### src/rtl/adchs_pkg.sv
// ----------------------------------------------------------------------------
// adchs_pkg
// Shared types and codes for the ADC conversion handshake tracker.
// ----------------------------------------------------------------------------
`default_nettype none

package adchs_pkg;

    // Event commands
    localparam logic [2:0] CMD_START        = 3'd0;
    localparam logic [2:0] CMD_OBSERVE_BUSY = 3'd1;
    localparam logic [2:0] CMD_FALL_EDGE    = 3'd2;
    localparam logic [2:0] CMD_TAKE_READY   = 3'd3;
    localparam logic [2:0] CMD_FINISH_READ  = 3'd4;
    localparam logic [2:0] CMD_TAKE_TIMEOUT = 3'd5;
    localparam logic [2:0] CMD_RECOVER      = 3'd6;
    localparam logic [2:0] CMD_RESERVED     = 3'd7;   // no action

    // Conversion phases
    localparam logic [2:0] PH_IDLE      = 3'd0;
    localparam logic [2:0] PH_WAIT_HIGH = 3'd1;
    localparam logic [2:0] PH_WAIT_LOW  = 3'd2;
    localparam logic [2:0] PH_READY     = 3'd3;
    localparam logic [2:0] PH_READING   = 3'd4;
    localparam logic [2:0] PH_FAULT     = 3'd5;

    localparam logic [31:0] TIMEOUT_LIMIT_RESET = 32'd10;

    typedef struct packed {
        logic [2:0]  command;
        logic        busy_high;
        logic [31:0] now_ms;
    } adchs_in_t;

    typedef struct packed {
        logic        accepted;
        logic [2:0]  phase;
        logic [31:0] spurious_count;
        logic        timeout_flag;
    } adchs_out_t;

    typedef struct packed {
        logic [2:0]  phase;
        logic [31:0] start_time;
        logic [31:0] edge_counter;
        logic        tmo_flag;
    } adchs_state_t;

endpackage

`default_nettype wire

### src/rtl/adc_conversion_handshake_fsm_unit.sv
// ----------------------------------------------------------------------------
// adc_conversion_handshake_fsm_unit
// Tracks one ADC conversion through its busy-line handshake.
// ----------------------------------------------------------------------------
// Each event item (command, sampled busy level, millisecond time) yields
// exactly one result item: accepted strobe, phase after the event, spurious
// falling-edge count and pending timeout flag. An accepted event item passes
// through the input register, then the result register, which holds its
// result item valid until taken; one item per clock is sustained while
// m_ready stays high, since the whole phase update is a single
// subtract/compare plus selection between the two registers. The tracker
// state is written at the same edge that loads the result, so consecutive
// items see each other's effects with no bubbles. timeout_limit resets to
// 10 ms and is written through the cfg_* channel, which is always ready;
// write it only while no item is in flight.
// ----------------------------------------------------------------------------
`default_nettype none

module adc_conversion_handshake_fsm_unit (
    input  wire logic                  aclk,
    input  wire logic                  aresetn,
    // event items
    input  wire logic                  s_valid,
    output logic                       s_ready,
    input  wire adchs_pkg::adchs_in_t  s_data,
    // result items
    output logic                       m_valid,
    input  wire logic                  m_ready,
    output adchs_pkg::adchs_out_t      m_data,
    // timeout_limit register write
    input  wire logic                  cfg_valid,
    output logic                       cfg_ready,
    input  wire logic [31:0]           cfg_data
);
    import adchs_pkg::*;

    logic         q_valid;
    adchs_in_t    q_data;
    logic         advance;

    adchs_state_t state_reg;
    adchs_state_t state_next;
    adchs_out_t   result_next;
    adchs_out_t   result_reg;
    logic         m_valid_reg;
    logic         m_valid_next;
    logic [31:0]  timeout_limit_reg;

    // An item moves out of the input register when the result slot is free
    // or is being drained this cycle.
    assign advance = q_valid && (!m_valid_reg || m_ready);

    adchs_in_reg u_in_reg (
        .aclk    (aclk),
        .aresetn (aresetn),
        .s_valid (s_valid),
        .s_ready (s_ready),
        .s_data  (s_data),
        .take    (advance),
        .q_valid (q_valid),
        .q_data  (q_data)
    );

    adchs_step u_step (
        .ev            (q_data),
        .cur           (state_reg),
        .timeout_limit (timeout_limit_reg),
        .nxt           (state_next),
        .res           (result_next)
    );

    assign cfg_ready = 1'b1;

    always_ff @(posedge aclk) begin
        if (!aresetn) begin
            timeout_limit_reg <= TIMEOUT_LIMIT_RESET;
        end else if (cfg_valid) begin
            timeout_limit_reg <= cfg_data;
        end
    end

    // Tracker state commits together with the result it produced
    always_ff @(posedge aclk) begin
        if (!aresetn) begin
            state_reg <= '0;
        end else if (advance) begin
            state_reg <= state_next;
        end
    end

    assign m_valid_next = advance ? 1'b1 : (m_ready ? 1'b0 : m_valid_reg);

    always_ff @(posedge aclk) begin
        if (!aresetn) begin
            m_valid_reg <= 1'b0;
        end else begin
            m_valid_reg <= m_valid_next;
        end
    end

    always_ff @(posedge aclk) begin
        if (advance) begin
            result_reg <= result_next;
        end
    end

    assign m_valid = m_valid_reg;
    assign m_data  = result_reg;

endmodule

`default_nettype wire

### src/rtl/adchs_in_reg.sv
// ----------------------------------------------------------------------------
// adchs_in_reg
// Input register stage; holds one event item until the step logic takes it.
// ----------------------------------------------------------------------------
`default_nettype none

module adchs_in_reg (
    input  wire logic              aclk,
    input  wire logic              aresetn,
    input  wire logic              s_valid,
    output logic                   s_ready,
    input  wire adchs_pkg::adchs_in_t s_data,
    input  wire logic              take,
    output logic                   q_valid,
    output adchs_pkg::adchs_in_t   q_data
);
    import adchs_pkg::*;

    logic      valid_reg;
    logic      valid_next;
    adchs_in_t data_reg;

    // Slot frees up when its item is taken the same cycle
    assign s_ready    = !valid_reg || take;
    assign valid_next = (s_valid && s_ready) ? 1'b1 : (take ? 1'b0 : valid_reg);

    always_ff @(posedge aclk) begin
        if (!aresetn) begin
            valid_reg <= 1'b0;
        end else begin
            valid_reg <= valid_next;
        end
    end

    always_ff @(posedge aclk) begin
        if (s_valid && s_ready) begin
            data_reg <= s_data;
        end
    end

    assign q_valid = valid_reg;
    assign q_data  = data_reg;

endmodule

`default_nettype wire

### src/rtl/adchs_step.sv
// ----------------------------------------------------------------------------
// adchs_step
// Next-state and result logic for one event item.
// ----------------------------------------------------------------------------
`default_nettype none

module adchs_step (
    input  wire adchs_pkg::adchs_in_t    ev,
    input  wire adchs_pkg::adchs_state_t cur,
    input  wire logic [31:0]             timeout_limit,
    output adchs_pkg::adchs_state_t      nxt,
    output adchs_pkg::adchs_out_t        res
);
    import adchs_pkg::*;

    logic [31:0] elapsed;
    logic        timed_out;
    logic [2:0]  obs_phase;
    logic        accepted;

    assign elapsed   = ev.now_ms - cur.start_time;
    assign timed_out = (elapsed >= timeout_limit);

    // Phase after a busy observation, before the timeout check
    always_comb begin
        obs_phase = cur.phase;
        if (cur.phase == PH_WAIT_HIGH && ev.busy_high) begin
            obs_phase = PH_WAIT_LOW;
        end else if (cur.phase == PH_WAIT_LOW && !ev.busy_high) begin
            obs_phase = PH_READY;
        end
    end

    always_comb begin
        nxt      = cur;
        accepted = 1'b0;
        unique case (ev.command)
            CMD_START: begin
                if (cur.phase == PH_IDLE) begin
                    nxt.start_time      = ev.now_ms;
                    nxt.tmo_flag        = 1'b0;
                    nxt.phase           = ev.busy_high ? PH_WAIT_LOW : PH_WAIT_HIGH;
                    accepted            = 1'b1;
                end
            end
            CMD_OBSERVE_BUSY: begin
                nxt.phase = obs_phase;
                if ((obs_phase == PH_WAIT_HIGH || obs_phase == PH_WAIT_LOW) && timed_out) begin
                    nxt.phase           = PH_FAULT;
                    nxt.tmo_flag        = 1'b1;
                end
            end
            CMD_FALL_EDGE: begin
                if (cur.phase == PH_WAIT_LOW && !ev.busy_high) begin
                    nxt.phase = PH_READY;
                end else begin
                    nxt.edge_counter = cur.edge_counter + 32'd1;
                end
            end
            CMD_TAKE_READY: begin
                if (cur.phase == PH_READY) begin
                    nxt.phase = PH_READING;
                    accepted  = 1'b1;
                end
            end
            CMD_FINISH_READ: begin
                if (cur.phase == PH_READING) begin
                    nxt.phase = PH_IDLE;
                end
            end
            CMD_TAKE_TIMEOUT: begin
                accepted            = cur.tmo_flag;
                nxt.tmo_flag        = 1'b0;
            end
            CMD_RECOVER: begin
                nxt.phase           = PH_IDLE;
                nxt.tmo_flag        = 1'b0;
            end
            default: begin
            end
        endcase
    end

    assign res.accepted       = accepted;
    assign res.phase          = nxt.phase;
    assign res.spurious_count = nxt.edge_counter;
    assign res.timeout_flag   = nxt.tmo_flag;

endmodule

`default_nettype wire
### config.mk
export PLATFORM = sky130hd
export DESIGN_NAME = adc_conversion_handshake_fsm_unit
export DESIGN_NICKNAME = d
export VERILOG_FILES = /design/src/rtl/adchs_pkg.sv /design/src/rtl/adc_conversion_handshake_fsm_unit.sv /design/src/rtl/adchs_in_reg.sv /design/src/rtl/adchs_step.sv
export SDC_FILE = /design/constraint.sdc
export NUM_CORES = 1
export LEC_CHECK = 0
export BUFFER_PORTS_ARGS = -buffer_cell sky130_fd_sc_hd__buf_2
export CAP_MARGIN = 40
export CORE_MARGIN = 1
export CORE_UTILIZATION = 50
export CTS_BUF_LIST = sky130_fd_sc_hd__clkbuf_4 sky130_fd_sc_hd__clkbuf_8
export DETAILED_ROUTE_END_ITERATION = 6
export GPL_TIMING_DRIVEN = 0
export PLACE_DENSITY_LB_ADDON = 0.25
export SLEW_MARGIN = 20
export SYNTH_ARGS = -nofsm -noshare
export SYNTH_HDL_FRONTEND = slang
export SYNTH_SLANG_ARGS = --single-unit
### constraint.sdc
create_clock -name aclk -period 6 [get_ports aclk]
set_clock_uncertainty 0.15 [all_clocks]
set_input_delay 1.2 -clock aclk [delete_from_list [all_inputs] [get_ports aclk]]
set_output_delay 1.2 -clock aclk [all_outputs]
set_load 0.01 [all_outputs]
# ---- Word-level counts from Yosys, hierarchy flattened
# Cells that the tools add are included.
dict set report word_totals {
  elab_cells 66
  register_bits 175
  out_inout_bits 40
  input_bits 73
}
dict set report classes {
  n_addsub 2
  n_eq_ne 12
  reduce_logical 17
  muxes 20
  n_lt_le_gt_ge 1
}
# cell count
set op_table {}
lappend op_table {{32-bit two-way mux} 2}
lappend op_table {{35-bit two-way mux} 1}
lappend op_table {{32-bit by 1-bit adder with 32-bit output (second input constant)} 1}
lappend op_table {{32-bit greater-or-equal comparator} 1}
lappend op_table {{32-bit subtractor} 1}
lappend op_table {{3-bit case mux with 6 select lines} 1}
lappend op_table {{3-bit by 2-bit == test with 1-bit output (second input constant)} 5}
lappend op_table {{3-bit two-way mux} 5}
lappend op_table {{3-bit == test (second input constant)} 4}
lappend op_table {{3-bit by 1-bit == test with 1-bit output (second input constant)} 3}
lappend op_table {{1-bit two-way mux} 8}
lappend op_table {{3-bit zero test} 2}
lappend op_table {{1-bit case mux with 3 select lines} 2}
lappend op_table {{1-bit logical AND} 5}
lappend op_table {{2-bit nonzero test} 2}
lappend op_table {{1-bit zero test} 3}
lappend op_table {{1-bit logical OR} 3}
lappend op_table {{3-bit AND reduction} 1}
lappend op_table {{2-bit two-way mux} 1}
lappend op_table {{2-bit OR reduction} 1}

# ---- Logic depth before layout (Yosys ltp)
# Gate-level depths: netlist (run 1).
dict set report logic_depth {
  depth_word 9
  mapped_depth 21
  ltp_nobuf 21
}

# ---- Cells and area by module
# From an unflattened synthesis (run 1), not the netlist that was laid out.
dict set report unflattened {
  cells_unflattened 1086
  area_unflattened_um2 10169.8
}
# module seq_area_each_um2 cells_each area_per_inst_um2 n_inst
set by_module_without_submodules {}
lappend by_module_without_submodules {adc_conversion_handshake_fsm_unit 3133.0 442 5073.6 1}
lappend by_module_without_submodules {adchs_step 0.0 603 3957.5 1}
lappend by_module_without_submodules {adchs_in_reg 1101.1 41 1138.6 1}

# ---- Worst setup path before layout (run 1)
# No wires, ideal clock.
dict set report synth_path {
  kind {flip-flop to flip-flop}
  from {reg u_in_reg.data_reg (netlist bit u_in_reg.q_data[16])}
  to {reg result_reg (netlist bit m_data[34]), data pin}
  required_ns 5.720
  stages_incl_launch_ff 19
  n_path_buf 1
  slack_ns 1.969
  setup_ns 0.130
  arrival_time_ns 3.751
  period_less_slack_ns 4.031
  cell_sequence {edfxtp_1 ha_1 clkbuf_1 a21oi_1 o21ai_0 a211oi_1 nand3b_1 a2111oi_0 o21bai_1 xnor2_1 ha_1 a21o_1 a21o_1 a211oi_1 o21ai_0 a21oi_1 o22ai_1 o31ai_1 o21a_1}
}
# element line
set synth_rtl {}
lappend synth_rtl {{start: declaration} adchs_in_reg.sv:21} ;# adchs_in_t data_reg;
lappend synth_rtl {{start signal: assignment} adchs_in_reg.sv:37} ;# data_reg <= s_data;
lappend synth_rtl {{end signal: assignment} adc_conversion_handshake_fsm_unit.sv:103} ;# result_reg <= result_next;
lappend synth_rtl {{end: declaration} adc_conversion_handshake_fsm_unit.sv:44} ;# adchs_out_t result_reg;

==> results of run 1 <==
Yosys cell counts (2+ instances only):
cell type  count  area, µm²
o2111ai_1      2       17.5
edfxtp_1      73       2190
xnor2_1       53        464
and2_1        26        163
o211ai_1      10       75.1
dfxtp_1      102       2040
nor4_1         4       25.0
buf_2          4       20.0
nand3_2        2       20.0
or3_1         12       75.1
o21ai_0       32        160
nand2b_1       5       31.3
mux2i_1       30        300
o22ai_1        4       25.0
nand3_1       18       90.1
nor2_1        40        150
nor3b_1        2       15.0
nor3_1         8       40.0
a21boi_1       6       45.0
a21o_1        27        203
a21boi_0      39        293
o21a_1         6       45.0
xor2_1        29        254
nand4_1       19        119
inv_1         75        282
ha_1          64        801
o31ai_1        4       30.0
nand2_1      118        443
a2111oi_0      3       26.3
a31oi_1        6       37.5
a21oi_1       44        220
nor2_4         2       22.5
and3_1         7       43.8
o21bai_1       4       30.0
and4_1         6       52.6
mux2_2         2       22.5
clkbuf_1      32        120
buf_4          7       52.6
nor2b_1       36        225
nand4_4        2       42.5
a211oi_1       4       30.0
how the worst min path moves through the flow:
stage	startpoint	to	slack (ns)
2_1_floorplan	state_reg[60]	state_reg[60]	0.29
3_3_place_gp	state_reg[55]	state_reg[55]	0.30
3_5_place_dp	state_reg[55]	state_reg[55]	0.31
4_1_cts	state_reg[44]	state_reg[44]	0.32
5_1_grt	state_reg[39]	state_reg[39]	0.34
6_report	state_reg[60]	state_reg[60]	0.32
worst max-delay path, stage by stage (launching register included):
cell,delay (ns)
edfxtp_1,0.43
ha_1,0.38
a21o_1,0.20
a21oi_1,0.21
nand2_1,0.15
a31oi_1,0.36
o21ai_0,0.24
a21o_1,0.22
a21oi_1,0.16
xnor2_1,0.15
ha_1,0.27
a21o_1,0.18
a21o_1,0.17
a21oi_1,0.22
nand2_1,0.08
o31ai_1,0.41
o22ai_1,0.26
o31ai_1,0.40
o21a_1,0.19
per-layer routing:
layer | routed length, µm | vias to the layer above | global-route usage (%)
li1 | - | 3684 | -
met1 | 9890 | 3267 | 29.4
met2 | 9120 | 160 | 34.7
met3 | 777 | 20 | 4.27
met4 | 298 | 0 | 5.96
met5 | 0 | - | 0
where the power goes:
group	internal (mW)	total [mW]	switching (mW)	leakage, nW
Combinational	0.167	0.376	0.209	2.55
Sequential	1.28	1.31	0.0233	1.51
Clock	0.340	0.818	0.478	0.183
cell type report:
class	instances	area [µm²]	share of cell area [%]
inverters	75	282	2.60
multi-input cells	693	4810	44.5
clock buffers	17	234	2.16
clock inverters	15	155	1.44
well taps	234	293	2.71
repair buffers	112	604	5.59
plain buffers	44	198	1.83
flip-flops and latches	175	4230	39.2
logic make-up after synthesis:
family,share of synthesized area [%]
muxes,3.39
adders and majority gates,8.62
and+or+nand+nor,17.2
buffers and inverters,5.02
AOI/OAI and AO/OA,13.8
xor gates and xnor gates,7.54
other,0.0394
DFF,44.5
through the flow:
stage,util [%],hold WS [ns]
2_1_floorplan,-,0.293
3_3_place_gp,55.4,0.299
3_5_place_dp,55.6,0.307
4_1_cts,57.7,0.321
5_1_grt,57.8,0.340
6_report,57.8,0.317
==> run metrics, run 1 <==
Post-Synthesis Cells 987; Seq/Total Area, Yosys 44.5%; fillcell total 1660; most frequent cells in the layout nand2_1, buf_2, dfxtp_1; initial core utilization 50.9%; router iterations before antenna repair 5; WL/cell 14.7 µm; overall power 2.50 mW; post-synthesis net count 1125; fin area 10800 µm²; vias in the first global route 6723; Area Growth Syn to Fin 13.5%; WL final 20100 µm; Critical R2R Capture m_data[34]; IO Pins 113; drt via density 5.22; post_cts resized 0; DP Cell Count 1332; Fin. Hold Viols 0; fmax 201 MHz; Final Setup Violations 0; DRT antenna net count 0; Die Wd 140 µm; PortBufs 109; post-route setup slack 1.02 ns; core region area 18700 µm²; Worst slew margin 51.3%; DP Worst Slack 1.15 ns; Synth warnings 0; Critical Path Sink Type flop; max-cap violations 0; crit path capture m_data[34]; outcome complete, no violations; pin count of the biggest net entering global routing 37; CTS tree done; non-filler instance count after layout 1365; worst hold stages 2; Post-DP Area 10400 µm²; Chip Height 140 µm; # hold bufs at CTS 0; Worst Hold Class flop to flop; Peak VDD IR 150 µV; clock-pin slew on the worst setup and hold paths 0.10 ns; diode count 0; RSZ-0062 raised after global routing false; Unique masters post-synth 59; pin slew with the least headroom to its limit 0.730 ns; commonest non-fill, non-tap cell in the layout nand2_1; Avg Inst Size Synth 9.65 µm²; Worst Setup Start Kind flop; total track usage 21.5%; max reg flops 68; crit path DAT 5.18 ns; Final HPWL DP 15100 µm; crit path kind flop to flop; initial antenna violation count 0; CTS max path bufs 2; Die Footprint 19600 µm²; crit path max fanout 5; EDFF count, synth 73; CP startpoint u_in_reg.q_data[3]; # DRC 0; worst path required time 6.20 ns; Cell Rows 50; H-tree depth 4; final worst-path cycle share 83.0%; clk sink count 175; GP Congestion 0.878; clock latency on the worst-skew pair 0.48 ns; Leakage 4.24 nW; grt ovf 0; Top FF cell, synth dfxtp_1; TritonCTS buffer count 17; vias 7131; FF+latch count, synth 175; PwrDens 232 nW/µm²; Period minus WS final 4.98 ns; Post-CTS Setup Inserts 0; asr flop ratio synth 0%; r2r worst-path depth 18; setup_tns 0 ns; first-pass GRT wire length 33000 µm; Cell Area, Synth 9520 µm²; r2r startpoint u_in_reg.q_data[3]; fraction of layout cells with a size suffix above 1 14.9%; Clock Tree Root clkbuf_8; r2r setup slk 1.02 ns; DR iter-0 viols 398; Layout Nets 1256; Final Max Tran Viols 0
Note: power is estimated with default switching activity, not from simulation.
==> run 2: changes to the inputs <==
Settings changed: ABC_AREA set to 1.
Clock period 6 ns to 5.1 ns, I/O delays scaled along.
==> run 2 against run 1 <==
Effect of this change: the flow now finishes with violations (DRC); sequential power increased by 21%; synthesized cell count grew 15%; worst hold slack worse by 0.0053 ns; final cell count increased by 11%; flip-flop and latch count unchanged; setup slack gained 0.086 ns; via count is 11% higher; power up 29%; core utilization increased by 1.1 points; clock power is 33% higher; register-to-register slack gained 0.09 ns.
==> run metrics, run 2 <==
outcome complete, but fails checks (was complete, no violations); failing checks DRC; Worst Hold Class flop to flop (unchanged); Fin. Hold Viols 0 (unchanged); Final HPWL DP 17000 µm (was 15100 µm); Post-DP Area 10300 µm² (was 10400 µm²); diode count 0 (unchanged); Switching Power 913 µW (was 710 µW); switching power share of the total 28.4% (about the same); core region area 18200 µm² (was 18700 µm²); Unique masters post-synth 45 (was 59); drt via density 5.23 (was 5.22); GP Congestion 0.897 (was 0.878); Avg Inst Size Synth 8.25 µm² (was 9.65 µm²); Synth area leaders edfxtp_1, dfxtp_1, ha_1 (unchanged); PwrDens 300 nW/µm² (was 232 nW/µm²); TritonCTS buffer count 17 (unchanged); Post-synth top cells inv_1, nand2_1, a21oi_1, o21ai_0, dfxtp_1 (was nand2_1, dfxtp_1, inv_1, edfxtp_1, ha_1); worst path required time 5.35 ns (was 6.20 ns); DRT antenna net count 0 (unchanged); FF+latch count, synth 175 (unchanged); EDFF count, synth 73 (unchanged); router iterations before antenna repair 7 (was 5); # DRC 6 (was 0); Leakage 4.63 nW (was 4.24 nW); setup_tns 0 ns (unchanged); crit path kind flop to flop (unchanged); Int Pwr 2.31 mW (was 1.79 mW); Post-CTS Setup Inserts 0 (unchanged); Die Wd 139 µm (was 140 µm); area leader, netlist edfxtp_1 (unchanged); slowest CP cell edfxtp_1 (unchanged); Worst Setup Start Kind flop (unchanged); most frequent CP cell nand2_1 (was a21o_1); grt ovf 0 (unchanged); Layout Nets 1408 (was 1256); Post-Synthesis Cells 1138 (was 987); vias in the first global route 7204 (was 6723); Die Footprint 19300 µm² (was 19600 µm²); most frequent cells in the layout inv_1, nand2_1, a21oi_1 (was nand2_1, buf_2, dfxtp_1); crit path max fanout 5 (unchanged); PortBufs 111 (was 109); first-pass GRT wire length 35400 µm (was 33000 µm); asr flop ratio synth 0% (unchanged); clock share of power 33.7% (was 32.7%); Final Setup Violations 0 (unchanged); # hold bufs at CTS 0 (unchanged); fraction of layout cells with a size suffix above 1 13.3% (was 14.9%); total track usage 23.3% (was 21.5%); Period minus WS final 4.00 ns (was 4.98 ns); WL final 21800 µm (was 20100 µm); Cell Rows 49 (was 50); RSZ-0062 raised after global routing false (unchanged); CTS max path bufs 2 (unchanged); sequential fraction of design power 49.2% (was 52.3%); Clock Tree Root clkbuf_8 (unchanged); max reg flops 68 (unchanged); post_cts resized 0 (unchanged); crit path DAT 4.24 ns (was 5.18 ns); Worst slew margin 55.9% (was 51.3%); vias 7903 (was 7131); Final Max Tran Viols 0 (unchanged); Critical Path Sink Type flop (unchanged); Area Growth Syn to Fin 14.3% (was 13.5%); H-tree depth 4 (unchanged); Critical Path Max Stage Delay 0.44 ns (was 0.43 ns); pin count of the biggest net entering global routing 28 (was 37); clock-pin slew on the worst setup and hold paths 0.09 ns (was 0.10 ns); pin slew with the least headroom to its limit 0.661 ns (was 0.730 ns); Top FF cell, synth dfxtp_1 (unchanged); Synth warnings 0 (unchanged); post-synthesis net count 1276 (was 1125); combinational share of power 17.1% (was 15.0%); Chip Height 139 µm (was 140 µm); count leader, synth inv_1 (was nand2_1); initial core utilization 51.5% (was 50.9%); WL/cell 14.4 µm (was 14.7 µm); DR iter-0 viols 619 (was 398); max-cap violations 0 (unchanged); IO Pins 113 (unchanged); clock latency on the worst-skew pair 0.46 ns (was 0.48 ns); clk sink count 175 (unchanged); initial antenna violation count 0 (unchanged); Synth top area share 23.4% (was 23.0%); Cell Area, Synth 9390 µm² (was 9520 µm²); fmax 250 MHz (was 201 MHz); fin area 10700 µm² (was 10800 µm²); commonest non-fill, non-tap cell in the layout inv_1 (was nand2_1); Peak VDD IR 175 µV (was 150 µV); Seq/Total Area, Yosys 45.1% (was 44.5%); CTS tree done (unchanged); final worst-path cycle share 78.4% (was 83.0%)
run 2: cell count changes in the layout (fill, tap and decap cells not counted), moves of 25 or more:
cell	delta
nor2b_1	-35
o21ai_0	+89
nor2_1	+46
nand2_1	+39
inv_1	+98
xnor2_1	-44
mux2i_1	-30
a21oi_1	+98
and2_1	-25
a21boi_0	-37
run 2: worst paths after layout:
| kind | startpoint | end | slack (ns) | cells past startpoint |
|---|---|---|---|---|
| worst max-delay path | u_in_reg.q_data[0] | state_reg[65] | 1.10 | 25 |
| worst max register to register | u_in_reg.q_data[0] | state_reg[65] | 1.10 | 25 |
| worst min-delay path | state_reg[48] | state_reg[48] | 0.31 | 2 |
| worst min register to register | state_reg[48] | state_reg[48] | 0.31 | 2 |
run 2: layout make-up:
type,count,area (µm²)
tap,229,287
buffer,33,134
clock buffer,18,248
clock inverter,14,206
sequential,175,4230
multi-input combinational,750,4340
timing repair buffer,113,596
fill,1610,7490
inverter,180,676
run 2: routing by layer:
metal / GRT usage [%] / wire, µm / vias up
met5: 0 / 0 / -
met4: 5.03 / 147 / 0
met3: 4.56 / 1300 / 10
met2: 36.1 / 9640 / 217
met1: 33.7 / 10700 / 3610
li1: - / - / 4066
run 2: kinds of logic (layout without fill, tap and decap cells):
kind of cell / Yosys count / after routing / synth area share, %
AND/OR/NAND/NOR: 330 / 330 / 15.4
buffers and inverters: 213 / 358 / 8.61
adder cells (fa/ha/maj): 65 / 65 / 8.75
XOR/XNOR: 58 / 58 / 5.41
flip-flops: 175 / 175 / 45.1
AO/OA/AOI/OAI: 296 / 296 / 16.6
other: 1 / 1 / 0.0400
run 2: worst max-delay path, delay by kind of cell, from the launching register on:
kind | cells | cell delay, ns
adder cells (fa/ha/maj) | 3 | 0.81
XOR/XNOR | 1 | 0.15
AND/OR/NAND/NOR | 17 | 2.03
flip-flops | 1 | 0.44
buffers and inverters | 3 | 0.22
AO/OA/AOI/OAI | 1 | 0.13
run 2: stage by stage:
step | hold WS, ns | total power [mW] | std cells | worst slack [ns] | util [%]
finish | 0.312 | 3.22 | 1512 | 1.10 | 58.9
detailed placement | 0.301 | 2.16 | 1480 | 1.19 | 56.4
global placement | 0.294 | 2.14 | 1478 | 1.18 | 56.2
CTS | 0.314 | 3.24 | 1512 | 1.16 | 58.9
global route | 0.327 | 3.39 | 1512 | 0.671 | 58.9
floorplan | 0.283 | 1.99 | 1138 | 1.82 | -
run 2: power groups by stage:
| stage | Clock [mW] | Combinational, mW | Sequential, mW |
|---|---|---|---|
| after floorplan | 0 | 0.376 | 1.61 |
| after global placement | 0 | 0.530 | 1.61 |
| after detailed placement | 0 | 0.544 | 1.61 |
| after CTS | 1.11 | 0.548 | 1.58 |
| after global routing | 1.17 | 0.630 | 1.59 |
| final | 1.09 | 0.549 | 1.58 |
